==> src/hw/rtl/zmpoc_pkg.sv <==
// ----------------------------------------------------------------------------
// zmpoc_pkg
// Shared types and constants for the ZMP estimator with offset calibration.
// ----------------------------------------------------------------------------
package zmpoc_pkg;

  // Fixed-point format of all forces, torques and ZMP values
  localparam int unsigned DW = 32;
  localparam int unsigned FB = 16;

  // Widths of intermediate values
  localparam int unsigned HW      = 17;           // sensor height
  localparam int unsigned CW      = 16;           // calibration length / count
  localparam int unsigned FOOT_NW = 2 * DW - FB + 2;  // foot numerator
  localparam int unsigned MRG_NW  = 2 * DW + 1;   // combine numerator
  localparam int unsigned MRG_DW  = DW + 1;       // combine divisor
  localparam int unsigned SUM_W   = 48;           // offset accumulator

  // Stream widths
  localparam int unsigned IN_TDATA_W  = 10 * DW;
  localparam int unsigned OUT_TDATA_W = 7 * DW;   // 223 bits of fields, padded
  localparam int unsigned OUT_TUSER_W = 2;

  // Configuration register indexes
  localparam logic CFG_SENSOR_HEIGHT = 1'b0;
  localparam logic CFG_CALIB_LENGTH  = 1'b1;

  // Register reset values
  localparam logic [HW-1:0] SENSOR_HEIGHT_RST = HW'(2687);
  localparam logic [CW-1:0] CALIB_LENGTH_RST  = CW'(400);

  // One foot's readings
  typedef struct packed {
    logic signed [DW-1:0] fx;
    logic signed [DW-1:0] fy;
    logic signed [DW-1:0] fz;
    logic signed [DW-1:0] tx;
    logic signed [DW-1:0] ty;
  } foot_in_t;

  // One foot lane's findings
  typedef struct packed {
    logic signed [DW-1:0] zx;
    logic signed [DW-1:0] zy;
    logic signed [DW-1:0] fz;
    logic                 fault;
  } lane_res_t;

  // Final result of one beat
  typedef struct packed {
    logic                 fault;
    logic                 calibrated;
    logic        [DW-2:0] err;
    logic signed [DW-1:0] ry;
    logic signed [DW-1:0] rx;
    logic signed [DW-1:0] ly;
    logic signed [DW-1:0] lx;
    logic signed [DW-1:0] zy;
    logic signed [DW-1:0] zx;
  } zmp_res_t;

  typedef enum logic [2:0] {
    L_IDLE, L_MUL, L_START, L_WAIT, L_DONE
  } lane_state_e;

  typedef enum logic [2:0] {
    M_IDLE, M_MUL, M_START, M_WAIT, M_ACC, M_OSTART, M_OWAIT, M_FIN
  } merge_state_e;

endpackage

==> src/hw/rtl/zmpoc_div.sv <==
// ----------------------------------------------------------------------------
// zmpoc_div
// Signed restoring divider, one quotient bit per cycle. Truncates toward
// zero, saturates to the signed DW range, gives 0 and a fault on a zero divisor.
// ----------------------------------------------------------------------------
module zmpoc_div #(
  parameter int unsigned NUM_W = 50,
  parameter int unsigned DEN_W = 32
) (
  input  logic                          clk_i,
  input  logic                          rst_ni,
  input  logic                          start_i,
  input  logic signed [NUM_W-1:0]       num_i,
  input  logic signed [DEN_W-1:0]       den_i,
  output logic                          done_o,
  output logic signed [zmpoc_pkg::DW-1:0] quot_o,
  output logic                          fault_o
);
  import zmpoc_pkg::*;

  localparam int unsigned CNTW = $clog2(NUM_W + 1);

  logic             busy_q;
  logic             done_q;
  logic [CNTW-1:0]  cnt_q;
  logic [NUM_W-1:0] nq_q;
  logic [DEN_W-1:0] rem_q;
  logic [DEN_W-1:0] den_q;
  logic             neg_q;
  logic             zero_q;

  logic [DEN_W:0]   trial;
  logic             ge;
  logic [DEN_W:0]   diff;

  // one restoring step
  assign trial = {rem_q, nq_q[NUM_W-1]};
  assign ge    = trial >= {1'b0, den_q};
  assign diff  = trial - {1'b0, den_q};

  always_ff @(posedge clk_i or negedge rst_ni) begin
    if (!rst_ni) begin
      busy_q <= 1'b0;
      done_q <= 1'b0;
      cnt_q  <= '0;
    end else begin
      done_q <= 1'b0;
      if (start_i) begin
        busy_q <= 1'b1;
        cnt_q  <= CNTW'(NUM_W);
      end else if (busy_q) begin
        cnt_q <= cnt_q - 1'b1;
        if (cnt_q == CNTW'(1)) begin
          busy_q <= 1'b0;
          done_q <= 1'b1;
        end
      end
    end
  end

  // operand and shift registers
  always_ff @(posedge clk_i) begin
    if (start_i) begin
      nq_q   <= num_i[NUM_W-1] ? NUM_W'(-num_i) : NUM_W'(num_i);
      den_q  <= den_i[DEN_W-1] ? DEN_W'(-den_i) : DEN_W'(den_i);
      rem_q  <= '0;
      neg_q  <= num_i[NUM_W-1] ^ den_i[DEN_W-1];
      zero_q <= (den_i == '0);
    end else if (busy_q) begin
      rem_q <= ge ? diff[DEN_W-1:0] : trial[DEN_W-1:0];
      nq_q  <= {nq_q[NUM_W-2:0], ge};
    end
  end

  // sign and saturation
  always_comb begin
    if (zero_q) begin
      quot_o = '0;
    end else if (|nq_q[NUM_W-1:DW-1]) begin
      quot_o = neg_q ? {1'b1, {(DW-1){1'b0}}} : {1'b0, {(DW-1){1'b1}}};
    end else if (neg_q) begin
      quot_o = -$signed(nq_q[DW-1:0]);
    end else begin
      quot_o = $signed(nq_q[DW-1:0]);
    end
  end

  assign done_o  = done_q;
  assign fault_o = zero_q;

endmodule

==> src/hw/rtl/zmpoc_foot_lane.sv <==
// ----------------------------------------------------------------------------
// zmpoc_foot_lane
// ZMP of one foot: x = (-ty - h*fx)/fz, then y = (-tx - h*fy)/fz, on one
// multiplier and one iterative divider.
// ----------------------------------------------------------------------------
module zmpoc_foot_lane (
  input  logic                       clk_i,
  input  logic                       rst_ni,
  input  logic                       start_i,
  input  zmpoc_pkg::foot_in_t        foot_i,
  input  logic [zmpoc_pkg::HW-1:0]   height_i,
  input  logic                       clear_i,
  output logic                       done_o,
  output zmpoc_pkg::lane_res_t       res_o
);
  import zmpoc_pkg::*;

  lane_state_e state_q, state_d;

  foot_in_t                    foot_q;
  logic                        sel_y_q;
  logic signed [FOOT_NW-1:0]   prod_q;
  logic signed [FOOT_NW-1:0]   num;
  logic signed [FOOT_NW-1:0]   tq_ext;
  logic signed [DW-1:0]        force_sel;
  logic signed [DW-1:0]        torque_sel;
  logic signed [DW-1:0]        zx_q;
  logic signed [DW-1:0]        zy_q;
  logic                        fault_q;
  logic                        div_start;
  logic                        div_done;
  logic signed [DW-1:0]        div_quot;
  logic                        div_fault;

  assign force_sel  = sel_y_q ? foot_q.fy : foot_q.fx;
  assign torque_sel = sel_y_q ? foot_q.tx : foot_q.ty;

  // numerator: -(torque << FB) - h*force
  assign tq_ext = FOOT_NW'(torque_sel);
  assign num    = -(tq_ext <<< FB) - prod_q;

  // state register
  always_ff @(posedge clk_i or negedge rst_ni) begin
    if (!rst_ni) state_q <= L_IDLE;
    else         state_q <= state_d;
  end

  // next state
  always_comb begin
    state_d   = state_q;
    div_start = 1'b0;
    case (state_q)
      L_IDLE:  if (start_i) state_d = L_MUL;
      L_MUL:   state_d = L_START;
      L_START: begin
        div_start = 1'b1;
        state_d   = L_WAIT;
      end
      L_WAIT:  if (div_done) state_d = sel_y_q ? L_DONE : L_MUL;
      L_DONE:  if (clear_i) state_d = L_IDLE;
      default: state_d = L_IDLE;
    endcase
  end

  // datapath
  always_ff @(posedge clk_i) begin
    case (state_q)
      L_IDLE: if (start_i) begin
        foot_q  <= foot_i;
        sel_y_q <= 1'b0;
        fault_q <= 1'b0;
      end
      L_MUL: prod_q <= FOOT_NW'($signed({1'b0, height_i}) * force_sel);
      L_WAIT: if (div_done) begin
        fault_q <= fault_q | div_fault;
        sel_y_q <= 1'b1;
        if (sel_y_q) zy_q <= div_quot;
        else         zx_q <= div_quot;
      end
      default: ;
    endcase
  end

  zmpoc_div #(
    .NUM_W(FOOT_NW),
    .DEN_W(DW)
  ) u_div (
    .clk_i   (clk_i),
    .rst_ni  (rst_ni),
    .start_i (div_start),
    .num_i   (num),
    .den_i   (foot_q.fz),
    .done_o  (div_done),
    .quot_o  (div_quot),
    .fault_o (div_fault)
  );

  assign done_o    = (state_q == L_DONE);
  assign res_o.zx    = zx_q;
  assign res_o.zy    = zy_q;
  assign res_o.fz    = foot_q.fz;
  assign res_o.fault = fault_q;

endmodule

==> config.mk <==
export PLATFORM = sky130hd
export DESIGN_NAME = zmpoc_foot_lane
export DESIGN_NICKNAME = d
export VERILOG_FILES = /design/src/hw/rtl/zmpoc_pkg.sv /design/src/hw/rtl/zmpoc_div.sv /design/src/hw/rtl/zmpoc_foot_lane.sv
export SDC_FILE = /design/constraint.sdc
export NUM_CORES = 2
export LEC_CHECK = 0
export ABC_AREA = 1
export BUFFER_PORTS_ARGS = -buffer_cell sky130_fd_sc_hd__buf_2
export CORE_MARGIN = 4
export CORE_UTILIZATION = 48
export CTS_BUF_LIST = sky130_fd_sc_hd__clkbuf_4
export DETAILED_ROUTE_END_ITERATION = 16
export GPL_TIMING_DRIVEN = 0
export PLACE_DENSITY = 0.62
export SYNTH_ARGS = -nofsm -noshare
export SYNTH_HDL_FRONTEND = slang
export SYNTH_SLANG_ARGS = --single-unit
==> constraint.sdc <==
create_clock -name clk_i -period 22.7 [get_ports clk_i]
set_input_delay 1.135 -clock clk_i [delete_from_list [all_inputs] [get_ports clk_i]]
set_output_delay 1.135 -clock clk_i [all_outputs]
set_load 0.005 [all_outputs]
==> results.py <==
metrics = {
    "layout": {
        "drive_above_1_share": 0.1144,
        "area_growth_pct": 10.35,
        "layout_commonest_cell": "inv_1",
        "fin_nets": 6578,
        "fin_cells": 6890,
        "final_util": 0.5372,
        "multi_input_area_sq_um": 26390,
        "final_cell_mix": "inv_1 (1152), nand2_1 (1106), nor2_1 (610)",
        "regArea_sq_um": 11730,
        "nFillCells": 8619,
    },
    "sta": {
        "min_period_over_period": 0.4034,
        "fin_tns_setup_ps": 0,
        "skew_ps": 63.18,
        "max-slew-margin-rel": 0.1604,
        "min_period_ps": 9158,
        "worst_pin_slew_ps": 1246,
        "hold_ws_ps": 329.9,
        "finalHoldViolCount": 0,
        "drv_slew": 0,
        "rsz0062_at_grt": "false",
        "setup_violations": 0,
        "max_freq_mhz": 109.2,
    },
    "detailed_routing": {
        "dr.pass1.iters": 7,
        "highest_layer": "met5",
        "wl_met3_mm": 8.453,
        "wirelength_mm": 129.0,
        "ant_nets": 0,
        "num_vias": 35110,
        "drtIter0Drc": 2371,
        "wl_met1_mm": 52.95,
        "drc": 0,
        "wl_per_cell_um": 18.72,
        "avgViaCountPerCell": 5.095,
        "met2_length_mm": 59.95,
    },
    "synth": {
        "syn_area_sq_um": 43290,
        "synth_flop_cell": "edfxtp_1",
        "synthMuxAreaShare": 0.007400,
        "ys_seq_area_frac": 0.2709,
        "synth_xor_area_frac": 0.02893,
        "synth_compound_area_frac": 0.05330,
        "synth_seq_cells": 403,
        "yosys.area_share.simple": 0.2095,
        "syn_inst": 5242,
        "async_reset_ff_frac": 0.02730,
        "synthesis.nets": 6182,
        "syn_area_per_cell_sq_um": 8.258,
        "yosys_warnings": 0,
        "synth_top_family_by_area": "adder cells",
        "synthAdderAreaFrac": 0.3099,
        "synth.distinct_cells": 57,
        "synth_edf_count": 360,
    },
    "clocking": {
        "cts_tree": "built",
        "cts_htree_levels": 3,
        "cts_root_buf": "clkbuf_4",
        "path_clk_slew_ps": 70,
        "cts_buffer_depth": 3,
        "cts_buffers": 107,
        "numClockSinks": 403,
        "clk_latency_ps": 970,
    },
    "critical_path": {
        "critical_path_class": "reg2reg",
        "crit_top_cell": "fa_1",
        "start_kind": "flop",
        "cpMaxStageDelayCell": "o21ai_1",
        "required_ps": 23400,
        "arrival_ps": 9850,
        "reg2reg_slack_ps": 13540,
        "endpoint_kind": "flop",
        "timing.rr.start": "sel_y_q",
        "reg2reg_depth": 28,
        "critPathMaxFanout": 10,
        "r2r-end": "prod_q[48]",
        "cpPeakStageDelay_ps": 1060,
    },
    "floorplan": {
        "die_width_um": 308.3,
        "io-pin-count": 279,
        "die_h_um": 308.3,
        "rows": 109,
        "die_area_sq_um": 95050,
        "core-area_sq_um": 88920,
        "start_util": 0.4868,
    },
    "grt": {
        "antenna_found_initial": 8,
        "grt_max_degree": 44,
        "grt_pass1_vias": 35870,
        "grt_use_total": 0.2746,
        "grt_pass1_wl_mm": 199.7,
        "grt_overflow": 0,
    },
    "placed_design": {
        "hpwl_mm": 107.5,
        "dp_cells": 6693,
        "routabilityCongestion": 0.9904,
        "port_buffers": 274,
    },
    "run_status": {
        "status": "finished, final reports clean",
    },
    "min_path": {
        "min-delay-start": "foot_i[50]",
        "min_delay_worst_endpoint": "foot_q[50]",
        "hp-class": "in2reg",
        "holdPathStages": 1,
    },
    "flow_run": {
        "drv_cap": 0,
    },
}
flip-flops by register name (all words and copies together), names as in the netlist:
name / count
u_div.fault_o: 1
u_div.done_o: 1
state_q: 3
fault_q: 1
foot_q: 128
u_div.rem_q: 32
u_div.busy_q: 1
zy_q: 32
u_div.neg_q: 1
zx_q: 32
res_o: 32
sel_y_q: 1
prod_q: 50
u_div.cnt_q: 6
u_div.den_q: 32
u_div.nq_q: 50
what timing repair did:
action / CTS / global route
hold buffers: 1 / 0
resized for setup: 0 / 0
setup buffers: 0 / 0
endpoints found under the hold margin: 11 / 0
cell type report:
type                       instances  area share
antenna                            6   0.0003143
buffer                           158     0.01608
clock buffer                     158     0.02483
clock inverter                    32    0.003851
inverter                        1181     0.09281
multi-input combinational       3500      0.5526
sequential                       403      0.2455
tap                             1165     0.03052
timing repair buffer             287     0.03353
cell usage after synthesis (7+ instances only):
library cell	number	area, sq um
o21a_1	9	67.56
dfxtp_1	32	640.6
clkbuf_1	107	401.6
nand2_1	1107	4155
fa_1	522	10450
xnor2_1	50	437.9
nand3_1	169	845.8
clkinv_1	13	48.80
a21o_1	7	52.55
nor3_1	33	165.2
o21bai_1	13	97.59
or2_2	50	312.8
nand3_2	9	90.09
edfxtp_1	360	10810
a21oi_1	163	815.8
nor4_1	15	93.84
o21ai_0	131	655.6
buf_4	40	300.3
o21ai_1	31	155.2
inv_2	16	60.06
ha_1	237	2965
nor2_1	613	2301
nand3b_1	49	367.9
nor2_4	9	101.4
inv_1	1152	4324
nand2_2	29	181.4
nand4_1	33	206.5
nor2_2	16	100.1
dfrtp_1	11	275.3
a31oi_1	34	212.7
mux2i_1	32	320.3
xor2_1	93	814.5
worst max-delay path by stage:
stage,from,cells past startpoint,slack (ps),endpoint
finish,sel_y_q,28,13540,prod_q[48]
global route,sel_y_q,28,13240,prod_q[48]
CTS,sel_y_q,28,13630,prod_q[48]
detailed placement,sel_y_q,28,13670,prod_q[48]
global placement,start_i,3,10540,foot_q[112]
floorplan,start_i,2,14250,foot_q[0]
routing by layer:
layer / vias up / GRT usage
met1: 16660 / 0.3470
met2: 1233 / 0.4566
met5: - / 0
li1: 16870 / -
met4: 4 / 0.1418
met3: 349 / 0.04580
per-stage QoR:
step | instance area [sq um] | setup slack (ps)
global route | 47760 | 13240
floorplan | 43290 | 14250
finish | 47760 | 13540
global placement | 46120 | 10540
CTS | 47750 | 13630
detailed placement | 46370 | 13670
critical path, delay by kind of cell, from the launching register on:
kind                     cells  cell delay [ps]
buffers and inverters        8             1980
flip-flops                   1              580
AND/OR/NAND/NOR              7              860
AO/OA/AOI/OAI                5             1820
adder cells (fa/ha/maj)      7             3520
XOR/XNOR                     1               90
kinds of logic (layout without fill, tap and decap cells):
| logic type | Yosys count | after routing |
|---|---|---|
| mux | 32 | 32 |
| simple gates | 2148 | 2148 |
| compound gates | 418 | 418 |
| buf+inv | 1339 | 1816 |
| other cells | 0 | 6 |
| flops | 403 | 403 |
| fa+ha+maj | 759 | 759 |
| xor+xnor | 143 | 143 |
Power is left out: the tool's default activity adds up to more than one toggle a clock period on the data nets, which glitch-free logic cannot reach.
